[src/sv/csim_pkg.sv]
`default_nettype none
// ----------------------------------------------------------------------------
// Cosine similarity package
// Shared widths, constants and the accumulator bundle type.
// ----------------------------------------------------------------------------
package csim_pkg;

  localparam int ELEM_W           = 16;
  localparam int SIM_W            = 16;
  localparam int ACC_W            = 48;
  localparam int DEF_ELEMENT_BITS = 16;
  localparam int WIDE_W           = 128;
  localparam int MUL_STEPS        = 48;
  localparam int FIFO_DEPTH       = 2;

  typedef struct packed {
    logic signed [ACC_W-1:0] dot;
    logic [ACC_W-1:0]        a_energy;
    logic [ACC_W-1:0]        b_energy;
  } acc_bundle_t;

endpackage
`default_nettype wire

[src/sv/csim_ifs.sv]
`default_nettype none
// ----------------------------------------------------------------------------
// Cosine similarity channel interfaces
// Valid/ready channels for element pairs and for similarity results.
// ----------------------------------------------------------------------------
interface csim_in_if;
  import csim_pkg::*;
  logic                     valid;
  logic                     ready;
  logic signed [ELEM_W-1:0] a_elem;
  logic signed [ELEM_W-1:0] b_elem;
  logic                     last_pair;
  modport source (output valid, a_elem, b_elem, last_pair, input ready);
  modport sink (input valid, a_elem, b_elem, last_pair, output ready);
endinterface

interface csim_out_if;
  import csim_pkg::*;
  logic                    valid;
  logic                    ready;
  logic signed [SIM_W-1:0] similarity;
  logic                    zero_norm;
  modport source (output valid, similarity, zero_norm, input ready);
  modport sink (input valid, similarity, zero_norm, output ready);
endinterface
`default_nettype wire

[src/sv/csim_front.sv]
`default_nettype none
// ----------------------------------------------------------------------------
// Cosine similarity front end
// Multiplies each pair and accumulates the dot product and both energies.
// ----------------------------------------------------------------------------
module csim_front #(
  parameter int ELEMENT_BITS = csim_pkg::DEF_ELEMENT_BITS
) (
  input  wire logic                  clk,
  input  wire logic                  rst_n,
  csim_in_if.sink                    in_ch,
  input  wire logic                  full,
  output logic                       push,
  output csim_pkg::acc_bundle_t      push_data
);
  import csim_pkg::*;

  localparam int PW    = 2 * ELEMENT_BITS;
  localparam int SUM_W = ((PW > ACC_W) ? PW : ACC_W) + 1;

  logic [31:0]                    a_raw, b_raw;
  logic signed [ELEMENT_BITS-1:0] a_e, b_e;
  logic signed [PW-1:0]           p_ab_r, p_aa_r, p_bb_r;
  logic                           v_r, last_r, go;
  logic [ACC_W-1:0]               dot_r, ea_r, eb_r;
  logic [ACC_W-1:0]               dot_nxt, ea_nxt, eb_nxt;

  function automatic logic [ACC_W-1:0] sat_add(input logic [ACC_W-1:0] acc,
                                               input logic [PW-1:0] p);
    logic [SUM_W-1:0] s;
    s = {{(SUM_W-ACC_W){acc[ACC_W-1]}}, acc} + {{(SUM_W-PW){p[PW-1]}}, p};
    if (!s[SUM_W-1] && (|s[SUM_W-2:ACC_W-1])) begin
      return {1'b0, {(ACC_W-1){1'b1}}};
    end else if (s[SUM_W-1] && !(&s[SUM_W-2:ACC_W-1])) begin
      return {1'b1, {(ACC_W-1){1'b0}}};
    end
    return s[ACC_W-1:0];
  endfunction

  assign a_raw = {16'b0, in_ch.a_elem};
  assign b_raw = {16'b0, in_ch.b_elem};
  assign a_e   = a_raw[ELEMENT_BITS-1:0];
  assign b_e   = b_raw[ELEMENT_BITS-1:0];

  assign go          = !(v_r && last_r && full);
  assign in_ch.ready = !v_r || go;

  assign dot_nxt = sat_add(dot_r, p_ab_r);
  assign ea_nxt  = sat_add(ea_r, p_aa_r);
  assign eb_nxt  = sat_add(eb_r, p_bb_r);

  assign push               = v_r && last_r && go;
  assign push_data.dot      = dot_nxt;
  assign push_data.a_energy = ea_nxt;
  assign push_data.b_energy = eb_nxt;

  always_ff @(posedge clk) begin
    if (in_ch.valid && in_ch.ready) begin
      p_ab_r <= a_e * b_e;
      p_aa_r <= a_e * a_e;
      p_bb_r <= b_e * b_e;
      last_r <= in_ch.last_pair;
    end
  end

  always_ff @(posedge clk) begin
    if (!rst_n) begin
      v_r   <= 1'b0;
      dot_r <= '0;
      ea_r  <= '0;
      eb_r  <= '0;
    end else begin
      if (in_ch.ready) begin
        v_r <= in_ch.valid;
      end
      if (v_r && go) begin
        if (last_r) begin
          dot_r <= '0;
          ea_r  <= '0;
          eb_r  <= '0;
        end else begin
          dot_r <= dot_nxt;
          ea_r  <= ea_nxt;
          eb_r  <= eb_nxt;
        end
      end
    end
  end

endmodule
`default_nettype wire

[src/sv/csim_fifo.sv]
`default_nettype none
// ----------------------------------------------------------------------------
// Cosine similarity sum queue
// Two-entry queue of finished accumulator bundles.
// ----------------------------------------------------------------------------
module csim_fifo (
  input  wire logic                  clk,
  input  wire logic                  rst_n,
  input  wire logic                  push,
  input  wire csim_pkg::acc_bundle_t push_data,
  output logic                       full,
  output logic                       not_empty,
  input  wire logic                  pop,
  output csim_pkg::acc_bundle_t      pop_data
);
  import csim_pkg::*;

  acc_bundle_t slot_r [FIFO_DEPTH];
  logic        wr_ptr_r, rd_ptr_r;
  logic [1:0]  cnt_r;

  assign full      = cnt_r == 2'(FIFO_DEPTH);
  assign not_empty = cnt_r != 2'd0;
  assign pop_data  = slot_r[rd_ptr_r];

  always_ff @(posedge clk) begin
    if (push) begin
      slot_r[wr_ptr_r] <= push_data;
    end
  end

  always_ff @(posedge clk) begin
    if (!rst_n) begin
      wr_ptr_r <= 1'b0;
      rd_ptr_r <= 1'b0;
      cnt_r    <= 2'd0;
    end else begin
      if (push) begin
        wr_ptr_r <= !wr_ptr_r;
      end
      if (pop) begin
        rd_ptr_r <= !rd_ptr_r;
      end
      cnt_r <= cnt_r + {1'b0, push} - {1'b0, pop};
    end
  end

endmodule
`default_nettype wire

[src/sv/csim_back.sv]
`default_nettype none
// ----------------------------------------------------------------------------
// Cosine similarity back end
// Binary search for the rounded cosine with a shared shift-add multiplier.
// ----------------------------------------------------------------------------
module csim_back (
  input  wire logic                  clk,
  input  wire logic                  rst_n,
  input  wire logic                  not_empty,
  output logic                       pop,
  input  wire csim_pkg::acc_bundle_t pop_data,
  csim_out_if.source                 out_ch
);
  import csim_pkg::*;

  localparam int CNT_W = $clog2(MUL_STEPS);

  localparam logic [2:0] ST_IDLE = 3'd0;
  localparam logic [2:0] ST_MD   = 3'd1;
  localparam logic [2:0] ST_MP   = 3'd2;
  localparam logic [2:0] ST_SRCH = 3'd3;
  localparam logic [2:0] ST_MT   = 3'd4;
  localparam logic [2:0] ST_FIN  = 3'd5;

  logic [2:0]              state_r;
  logic                    neg_r, out_valid_r, zn_r;
  logic [ACC_W-1:0]        eb_r;
  logic [WIDE_W-1:0]       d2s_r, p_r, mc_r, acc_r, acc_nxt;
  logic [ACC_W-1:0]        mp_r;
  logic [CNT_W-1:0]        cnt_r;
  logic signed [17:0]      lo_r, hi_r, mid_r, diff, mid;
  logic signed [18:0]      t;
  logic [16:0]             mag;
  logic [33:0]             mag2;
  logic signed [SIM_W-1:0] sim_r, res_r;
  logic [ACC_W-1:0]        dmag;
  logic                    mul_last, ge;

  assign acc_nxt  = mp_r[0] ? acc_r + mc_r : acc_r;
  assign mul_last = cnt_r == CNT_W'(MUL_STEPS - 1);
  assign diff     = hi_r - lo_r + 18'sd1;
  assign mid      = lo_r + (diff >>> 1);
  assign t        = {mid, 1'b0} - 19'sd1;
  assign mag      = t[18] ? 17'(-t) : t[16:0];
  assign mag2     = mag * mag;
  assign dmag     = pop_data.dot[ACC_W-1] ? -pop_data.dot : pop_data.dot;
  assign ge       = neg_r ? (d2s_r <= acc_nxt) : (d2s_r >= acc_nxt);
  assign pop      = state_r == ST_IDLE && not_empty;

  assign out_ch.valid      = out_valid_r;
  assign out_ch.similarity = sim_r;
  assign out_ch.zero_norm  = zn_r;

  always_ff @(posedge clk) begin
    case (state_r)
      ST_IDLE: begin
        if (not_empty) begin
          neg_r <= pop_data.dot[ACC_W-1];
          eb_r  <= pop_data.b_energy;
          mc_r  <= WIDE_W'(dmag);
          mp_r  <= dmag;
          acc_r <= '0;
          cnt_r <= '0;
          p_r   <= WIDE_W'(pop_data.a_energy);
          res_r <= '0;
        end
      end
      ST_MD: begin
        acc_r <= acc_nxt;
        mc_r  <= mc_r << 1;
        mp_r  <= mp_r >> 1;
        cnt_r <= cnt_r + 1'b1;
        if (mul_last) begin
          d2s_r <= {acc_nxt[95:0], 32'b0};
          mc_r  <= p_r;
          mp_r  <= eb_r;
          acc_r <= '0;
          cnt_r <= '0;
        end
      end
      ST_MP: begin
        acc_r <= acc_nxt;
        mc_r  <= mc_r << 1;
        mp_r  <= mp_r >> 1;
        cnt_r <= cnt_r + 1'b1;
        if (mul_last) begin
          p_r  <= acc_nxt;
          lo_r <= -18'sd32768;
          hi_r <= 18'sd32767;
        end
      end
      ST_SRCH: begin
        mid_r <= mid;
        if (lo_r < hi_r) begin
          if (!neg_r && t <= 0) begin
            lo_r <= mid;
          end else if (neg_r && t >= 0) begin
            hi_r <= mid - 18'sd1;
          end else begin
            mc_r  <= p_r;
            mp_r  <= ACC_W'(mag2);
            acc_r <= '0;
            cnt_r <= '0;
          end
        end else begin
          res_r <= lo_r[SIM_W-1:0];
        end
      end
      ST_MT: begin
        acc_r <= acc_nxt;
        mc_r  <= mc_r << 1;
        mp_r  <= mp_r >> 1;
        cnt_r <= cnt_r + 1'b1;
        if (mul_last) begin
          if (ge) begin
            lo_r <= mid_r;
          end else begin
            hi_r <= mid_r - 18'sd1;
          end
        end
      end
      default: begin
      end
    endcase
    if (state_r == ST_FIN && (!out_valid_r || out_ch.ready)) begin
      sim_r <= res_r;
      zn_r  <= (p_r == '0) || (eb_r == '0);
    end
  end

  always_ff @(posedge clk) begin
    if (!rst_n) begin
      state_r     <= ST_IDLE;
      out_valid_r <= 1'b0;
    end else begin
      if (state_r == ST_FIN && (!out_valid_r || out_ch.ready)) begin
        out_valid_r <= 1'b1;
      end else if (out_ch.ready) begin
        out_valid_r <= 1'b0;
      end
      case (state_r)
        ST_IDLE: begin
          if (not_empty) begin
            if (pop_data.a_energy == '0 || pop_data.b_energy == '0) begin
              state_r <= ST_FIN;
            end else begin
              state_r <= ST_MD;
            end
          end
        end
        ST_MD: begin
          if (mul_last) begin
            state_r <= ST_MP;
          end
        end
        ST_MP: begin
          if (mul_last) begin
            state_r <= ST_SRCH;
          end
        end
        ST_SRCH: begin
          if (lo_r >= hi_r) begin
            state_r <= ST_FIN;
          end else if (!(!neg_r && t <= 0) && !(neg_r && t >= 0)) begin
            state_r <= ST_MT;
          end
        end
        ST_MT: begin
          if (mul_last) begin
            state_r <= ST_SRCH;
          end
        end
        ST_FIN: begin
          if (!out_valid_r || out_ch.ready) begin
            state_r <= ST_IDLE;
          end
        end
        default: begin
          state_r <= ST_IDLE;
        end
      endcase
    end
  end

  default disable iff (!rst_n);

  a_zero_norm_gives_zero: assert property (@(posedge clk)
    out_valid_r && zn_r |-> sim_r == '0)
    else $error("Zero norm result carries a nonzero similarity.");

  a_search_bounds: assert property (@(posedge clk)
    state_r == ST_MT |-> lo_r < hi_r && mid_r > lo_r && mid_r <= hi_r)
    else $error("Search midpoint is outside the live interval.");

  a_pop_only_idle: assert property (@(posedge clk)
    pop |=> state_r == ST_MD || state_r == ST_FIN)
    else $error("Popped bundle did not start a computation.");

endmodule
`default_nettype wire

[src/sv/cosine_similarity_core.sv]
`default_nettype none
// ----------------------------------------------------------------------------
// Cosine similarity core
// Streams element pairs of two vectors and returns their cosine in Q1.15.
//
// The in_pair channel takes one (a_elem, b_elem) pair per cycle, unless a
// last pair meets a full queue; last_pair marks the final pair of a vector.
// The front end accumulates the dot product and both energies as pairs are
// taken and pushes the sums into a two-entry queue, so streaming continues
// while earlier vectors finish. The back end evaluates each queued vector
// with one shift-add multiplier of 48 steps: the squared dot product, the
// energy product and up to sixteen search compares. That multiplier sets
// the per-vector rate; short vectors queue behind it. A zero energy gives a
// similarity of 0 with zero_norm set and skips the multiplier. Reset clears
// the accumulators, the queue and the output valid flag. When the receiver
// stalls, the result is held, the back end waits, and once the queue is
// full the input stalls at the next vector's last pair.
// ----------------------------------------------------------------------------
module cosine_similarity_core #(
  parameter int ELEMENT_BITS = csim_pkg::DEF_ELEMENT_BITS
) (
  input wire logic clk,
  input wire logic rst_n,
  csim_in_if.sink  in_pair,
  csim_out_if.source out_result
);
  import csim_pkg::*;

  acc_bundle_t push_data, pop_data;
  logic        push, pop, full, not_empty;

  csim_front #(.ELEMENT_BITS(ELEMENT_BITS)) u_front (
    .clk       (clk),
    .rst_n     (rst_n),
    .in_ch     (in_pair),
    .full      (full),
    .push      (push),
    .push_data (push_data)
  );

  csim_fifo u_fifo (
    .clk       (clk),
    .rst_n     (rst_n),
    .push      (push),
    .push_data (push_data),
    .full      (full),
    .not_empty (not_empty),
    .pop       (pop),
    .pop_data  (pop_data)
  );

  csim_back u_back (
    .clk       (clk),
    .rst_n     (rst_n),
    .not_empty (not_empty),
    .pop       (pop),
    .pop_data  (pop_data),
    .out_ch    (out_result)
  );

endmodule
`default_nettype wire
[src/flat_wrapper.sv]
// flat-port wrapper written by rule: the top's interface ports become plain ports
module cosine_similarity_core_flat import csim_pkg::*;
#(
  parameter int ELEMENT_BITS = csim_pkg::DEF_ELEMENT_BITS
)
  (clk, rst_n, in_pair_valid, in_pair_a_elem, in_pair_b_elem, in_pair_last_pair, in_pair_ready, out_result_valid, out_result_similarity, out_result_zero_norm, out_result_ready);
  csim_in_if in_pair_i ();
  csim_out_if out_result_i ();
  input wire logic clk;
  input wire logic rst_n;
  input wire logic [$bits(in_pair_i.valid)-1:0] in_pair_valid;
  input wire logic [$bits(in_pair_i.a_elem)-1:0] in_pair_a_elem;
  input wire logic [$bits(in_pair_i.b_elem)-1:0] in_pair_b_elem;
  input wire logic [$bits(in_pair_i.last_pair)-1:0] in_pair_last_pair;
  output wire logic [$bits(in_pair_i.ready)-1:0] in_pair_ready;
  output wire logic [$bits(out_result_i.valid)-1:0] out_result_valid;
  output wire logic [$bits(out_result_i.similarity)-1:0] out_result_similarity;
  output wire logic [$bits(out_result_i.zero_norm)-1:0] out_result_zero_norm;
  input wire logic [$bits(out_result_i.ready)-1:0] out_result_ready;
  assign in_pair_i.valid = in_pair_valid;
  assign in_pair_i.a_elem = in_pair_a_elem;
  assign in_pair_i.b_elem = in_pair_b_elem;
  assign in_pair_i.last_pair = in_pair_last_pair;
  assign in_pair_ready = in_pair_i.ready;
  assign out_result_valid = out_result_i.valid;
  assign out_result_similarity = out_result_i.similarity;
  assign out_result_zero_norm = out_result_i.zero_norm;
  assign out_result_i.ready = out_result_ready;
  cosine_similarity_core #(.ELEMENT_BITS(ELEMENT_BITS)) u_core (.clk(clk), .rst_n(rst_n), .in_pair(in_pair_i), .out_result(out_result_i));
endmodule
[config.mk]
export PLATFORM = sky130hd
export DESIGN_NAME = cosine_similarity_core_flat
export DESIGN_NICKNAME = d
export VERILOG_FILES = /design/src/sv/csim_pkg.sv /design/src/sv/csim_ifs.sv /design/src/sv/csim_front.sv /design/src/sv/csim_fifo.sv /design/src/sv/csim_back.sv /design/src/sv/cosine_similarity_core.sv /design/src/flat_wrapper.sv
export SDC_FILE = /design/constraint.sdc
export NUM_CORES = 2
export LEC_CHECK = 0
export BUFFER_PORTS_ARGS = -buffer_cell sky130_fd_sc_hd__buf_2
export CORE_ASPECT_RATIO = 1.1
export CORE_MARGIN = 8
export CORE_UTILIZATION = 55
export DETAILED_ROUTE_END_ITERATION = 10
export PLACE_DENSITY = 0.71
export REMOVE_ABC_BUFFERS = 1
export SLEW_MARGIN = 0
export SYNTH_ARGS = -nofsm -noshare
export SYNTH_HDL_FRONTEND = slang
export SYNTH_SLANG_ARGS = --single-unit
[constraint.sdc]
create_clock -name clk -period 40.4 [get_ports clk]
set_clock_uncertainty 0.1 [all_clocks]
set_input_delay 2.02 -clock clk [delete_from_list [all_inputs] [get_ports clk]]
set_output_delay 2.02 -clock clk [all_outputs]
set_load 0.05 [all_outputs]
==> report_table.html <==
<table>
<tr><th>Metric</th><th>Value</th></tr>
<tr><th colspan="2">Clock tree</th></tr>
<tr><td>Number of buffers inserted for hold repair after clock tree synthesis</td><td>0</td></tr>
<tr><td>Source-to-sink clock delay at the later pin of the worst-skew pair</td><td>0.77 ns</td></tr>
<tr><td>Post-CTS Setup Repair Bufs</td><td>0</td></tr>
<tr><td>Clock Sinks</td><td>1207</td></tr>
<tr><td>Library cell used as clock root buffer</td><td>sky130_fd_sc_hd__clkbuf_16</td></tr>
<tr><td>Clock transition at path regs</td><td>0.06 ns</td></tr>
<tr><td>Clock tree from TritonCTS</td><td>built</td></tr>
<tr><td>Clock buffers created by TritonCTS</td><td>121</td></tr>
<tr><td>H-tree levels</td><td>3</td></tr>
<tr><td>Clk buf depth</td><td>3</td></tr>
<tr><td>Number of cells upsized or downsized after cts</td><td>0</td></tr>
<tr><th colspan="2">Placement</th></tr>
<tr><td>Placer Congestion</td><td>1.000</td></tr>
<tr><td>Total of buffers placed on input and output ports</td><td>55</td></tr>
<tr><td># placed instances</td><td>12.44k</td></tr>
<tr><td>HPWL after detailed placement</td><td>216700 µm</td></tr>
<tr><th colspan="2">Finish</th></tr>
<tr><td># nets final</td><td>11.87k</td></tr>
<tr><td>Post-route non-filler standard cell count</td><td>12.67k</td></tr>
<tr><td>Fraction of final layout cells sized beyond drive strength 1</td><td>5.249%</td></tr>
<tr><td>Area Growth Syn to Fin</td><td>6.503%</td></tr>
<tr><td># fillers</td><td>15.68k</td></tr>
<tr><th colspan="2">Timing</th></tr>
<tr><td>Pins Over Slew Limit</td><td>0</td></tr>
<tr><td>Final period utilization</td><td>37.21%</td></tr>
<tr><td>Shortest period the worst path allows</td><td>15.03 ns</td></tr>
<tr><td>Unrepaired setup endpoints after global routing</td><td>false</td></tr>
<tr><td>Hold slack final</td><td>0.3082 ns</td></tr>
<tr><td>Hold Violations, Final</td><td>0</td></tr>
<tr><td>Endpoints failing setup</td><td>0</td></tr>
<tr><td>Relative slew slack</td><td>15.58%</td></tr>
<tr><td>Total Negative Setup Slacks</td><td>0 ns</td></tr>
<tr><td>Transition time at the pin with the least slew margin</td><td>1.255 ns</td></tr>
<tr><td>Max Freq</td><td>66.51 MHz</td></tr>
<tr><th colspan="2">Drt</th></tr>
<tr><td>Detailed Route WL</td><td>283100 µm</td></tr>
<tr><td>Number of antenna-violating nets in the routed design</td><td>0</td></tr>
<tr><td>Routed length per instance</td><td>22.35 µm</td></tr>
<tr><td>Final routed DRC violation total</td><td>0</td></tr>
<tr><td>Vias per inst</td><td>5.964</td></tr>
<tr><td>Total vias in the final route</td><td>75.54k</td></tr>
<tr><td>Length of the first detailed-routing pass in iterations</td><td>6</td></tr>
<tr><td>Violation count after the first detailed-route iteration</td><td>5463</td></tr>
<tr><th colspan="2">Yosys</th></tr>
<tr><td>Main synth FF type</td><td>sky130_fd_sc_hd__edfxtp_1</td></tr>
<tr><td>Cell types with the largest area share after synthesis</td><td>sky130_fd_sc_hd__edfxtp_1 (31%), sky130_fd_sc_hd__fa_1 (18%), sky130_fd_sc_hd__ha_1 (9.5%)</td></tr>
<tr><td>Number of warnings reported in the yosys synthesis log</td><td>0</td></tr>
<tr><td>Synth area leader</td><td>sky130_fd_sc_hd__edfxtp_1</td></tr>
<tr><td>Post-synthesis instance total</td><td>10.26k</td></tr>
<tr><td>Seq/Total Area, Yosys</td><td>33.48%</td></tr>
<tr><td>Post-synthesis register bit count</td><td>1207</td></tr>
<tr><td>Async set-reset flop share out of synthesis</td><td>0%</td></tr>
<tr><td>Library cells used by synthesis</td><td>102</td></tr>
<tr><td>EDFF count, synth</td><td>1053</td></tr>
<tr><td>Post-Syn Area</td><td>0.1037 mm²</td></tr>
<tr><td>Proportion of netlist area held by the largest area contributor</td><td>30.51%</td></tr>
<tr><td>Synthesized area per cell</td><td>10.10 µm²</td></tr>
<tr><th colspan="2">GRT</th></tr>
<tr><td>Global-route wire length before repair</td><td>442900 µm</td></tr>
<tr><td>Global-route usage over all layers</td><td>27.50%</td></tr>
<tr><td>Global route total overflow</td><td>0</td></tr>
<tr><td>Initial antenna violation count</td><td>1</td></tr>
<tr><td>Largest net degree at the start of global routing</td><td>178</td></tr>
<tr><td>Vias in the first global route</td><td>78.46k</td></tr>
<tr><th colspan="2">Critical path</th></tr>
<tr><td>Kind of cell adding the most delay to the critical path</td><td>adder cells</td></tr>
<tr><td>Startpoint-to-endpoint class of the critical path</td><td>reg2reg</td></tr>
<tr><td>WP data required</td><td>40.76 ns</td></tr>
<tr><td>Critical path capture point type</td><td>flop</td></tr>
<tr><td>Most frequent CP cell</td><td>sky130_fd_sc_hd__fa_1</td></tr>
<tr><td>CP arrival</td><td>15.40 ns</td></tr>
<tr><td>Highest cell delay on the worst timing path</td><td>0.75 ns</td></tr>
<tr><td>Critical-path top delay cell</td><td>sky130_fd_sc_hd__xnor2_2</td></tr>
<tr><td>Crit path buffers/inverters</td><td>7</td></tr>
<tr><td>Critical path launch point type</td><td>flop</td></tr>
<tr><td>Crit Path Max Fanout</td><td>29</td></tr>
<tr><th colspan="2">Floorplanning</th></tr>
<tr><td>Number of core rows</td><td>167</td></tr>
<tr><td>Chip width</td><td>429.9 µm</td></tr>
<tr><td>Starting Density</td><td>55.18%</td></tr>
<tr><td>Die H</td><td>471.3 µm</td></tr>
<tr><td>Die area</td><td>0.2026 mm²</td></tr>
<tr><td>Number of placed I/O pins</td><td>56</td></tr>
<tr><td>Floorplan core area</td><td>0.1878 mm²</td></tr>
<tr><th colspan="2">Outcome</th></tr>
<tr><td>Outcome</td><td>finished clean</td></tr>
<tr><th colspan="2">Hold path</th></tr>
<tr><td>Class of the worst hold path</td><td>reg2reg</td></tr>
<tr><th colspan="2">Flow run</th></tr>
<tr><td>Count of maximum capacitance violations</td><td>0</td></tr>
</table>
## metal layers
| layer | vias up | GRT usage [%] | wire length (µm) |
|---|---|---|---|
| met4 | 0 | 14.38 | 16890 |
| li1 | 34960 | - | - |
| met2 | 2550 | 48.24 | 140300 |
| met1 | 37330 | 33.44 | 110400 |
| met3 | 693 | 3.072 | 15560 |
| met5 | - | 0 | 0 |
## metrics by stage
step           cell area (µm²)  setup WS (ns)  util (%)
6_report                110400          25.37     58.77
3_5_place_dp            106200          25.60     56.52
4_1_cts                 110400          25.40     58.76
5_1_grt                 110400          24.48     58.76
2_1_floorplan           102000          25.62         -
3_3_place_gp            106200          25.60     56.52
## state kept, by name, indices dropped and copies added (netlist names), 31 cells and up, named ones only
register / count
u_core.u_back.mp_r: 48
u_core.u_front.eb_r: 48
u_core.u_front.p_aa_r: 31
u_core.u_back.d2s_r: 96
u_core.u_back.eb_r: 48
u_core.u_back.acc_r: 128
u_core.u_fifo.slot_r: 288
u_core.u_front.p_bb_r: 31
u_core.u_front.p_ab_r: 32
u_core.u_back.p_r: 128
u_core.u_back.mc_r: 128
u_core.u_front.dot_r: 48
u_core.u_front.ea_r: 48
## cell type report
type                    instances  area, µm²  share of cell area, %
flip-flops and latches       1207      34710                  31.44
multi-input cells            7214      62080                  56.23
repair buffers                143      985.9                 0.8931
well taps                    2450       3065                  2.777
diodes                          5      12.51                0.01133
clock buffers                 152       3277                  2.968
inverters                    1421       5339                  4.836
clock inverters                74      929.6                 0.8421
## Yosys cell counts, types with 44 or more instances
cell type,number
sky130_fd_sc_hd__nor3_1,107
sky130_fd_sc_hd__a21oi_1,606
sky130_fd_sc_hd__inv_1,1397
sky130_fd_sc_hd__nand4_1,121
sky130_fd_sc_hd__o21ai_0,365
sky130_fd_sc_hd__mux2i_1,150
sky130_fd_sc_hd__o21bai_1,92
sky130_fd_sc_hd__a221o_1,70
sky130_fd_sc_hd__o21a_1,44
sky130_fd_sc_hd__o31ai_1,47
sky130_fd_sc_hd__dfxtp_1,154
sky130_fd_sc_hd__nor4_1,95
sky130_fd_sc_hd__nand2_1,956
sky130_fd_sc_hd__a221oi_1,45
sky130_fd_sc_hd__xnor2_1,330
sky130_fd_sc_hd__and2_1,246
sky130_fd_sc_hd__a22oi_1,46
sky130_fd_sc_hd__nand2b_1,71
sky130_fd_sc_hd__a211oi_1,71
sky130_fd_sc_hd__a31oi_1,57
sky130_fd_sc_hd__a22o_1,115
sky130_fd_sc_hd__fa_1,938
sky130_fd_sc_hd__a21o_1,302
sky130_fd_sc_hd__nor2_1,678
sky130_fd_sc_hd__and3_1,61
sky130_fd_sc_hd__nor2b_1,85
sky130_fd_sc_hd__nand3_1,109
sky130_fd_sc_hd__xor2_1,166
sky130_fd_sc_hd__mux2_2,68
sky130_fd_sc_hd__edfxtp_1,1053
sky130_fd_sc_hd__clkbuf_1,361
sky130_fd_sc_hd__ha_1,791
## worst paths after layout
check,startpoint,to,slack [ns],cells after the start
hold / removal,u_core.u_back.res_r[9]$_SDFFCE_PN0P_,u_core.u_back.out_ch.similarity[9]$_DFFE_PP_,0.31,0
setup reg to reg,u_core.u_back.lo_r[1]$_DFFE_PP_,u_core.u_back.mp_r[33]$_DFFE_PP_,25.37,49
hold reg to reg,u_core.u_back.res_r[9]$_SDFFCE_PN0P_,u_core.u_back.out_ch.similarity[9]$_DFFE_PP_,0.31,0
setup / recovery,u_core.u_back.lo_r[1]$_DFFE_PP_,u_core.u_back.mp_r[33]$_DFFE_PP_,25.37,49
## logic make-up (layout without fill, tap and decap cells)
kind of cell | count (synthesis) | after routing | synth area share (%)
xor+xnor | 510 | 510 | 4.454
other cells | 0 | 5 | 0
simple gates | 2668 | 2668 | 12.08
flops | 1207 | 1207 | 33.48
buf+inv | 1842 | 1790 | 6.762
compound gates | 2088 | 2088 | 13.35
fa+ha+maj | 1729 | 1729 | 27.66
mux | 219 | 219 | 2.202
## cells in the final DEF (no fill, tap or decap), types with 68 or more instances in the layout
| master | n |
|---|---|
| sky130_fd_sc_hd__a211oi_1 | 71 |
| sky130_fd_sc_hd__a21o_1 | 302 |
| sky130_fd_sc_hd__a21oi_1 | 604 |
| sky130_fd_sc_hd__a221o_1 | 70 |
| sky130_fd_sc_hd__a22o_1 | 115 |
| sky130_fd_sc_hd__and2_1 | 245 |
| sky130_fd_sc_hd__buf_4 | 84 |
| sky130_fd_sc_hd__clkbuf_16 | 123 |
| sky130_fd_sc_hd__dfxtp_1 | 153 |
| sky130_fd_sc_hd__edfxtp_1 | 1053 |
| sky130_fd_sc_hd__fa_1 | 938 |
| sky130_fd_sc_hd__ha_1 | 791 |
| sky130_fd_sc_hd__inv_1 | 1394 |
| sky130_fd_sc_hd__mux2_2 | 68 |
| sky130_fd_sc_hd__mux2i_1 | 150 |
| sky130_fd_sc_hd__nand2_1 | 953 |
| sky130_fd_sc_hd__nand2b_1 | 71 |
| sky130_fd_sc_hd__nand3_1 | 109 |
| sky130_fd_sc_hd__nand4_1 | 121 |
| sky130_fd_sc_hd__nor2_1 | 675 |
| sky130_fd_sc_hd__nor2b_1 | 85 |
| sky130_fd_sc_hd__nor3_1 | 104 |
| sky130_fd_sc_hd__nor4_1 | 95 |
| sky130_fd_sc_hd__o21ai_0 | 363 |
| sky130_fd_sc_hd__o21bai_1 | 92 |
| sky130_fd_sc_hd__xnor2_1 | 330 |
| sky130_fd_sc_hd__xor2_1 | 166 |
Power is not shown: default switching activity piles up to over one toggle a cycle in this logic, so the estimate is an artifact.
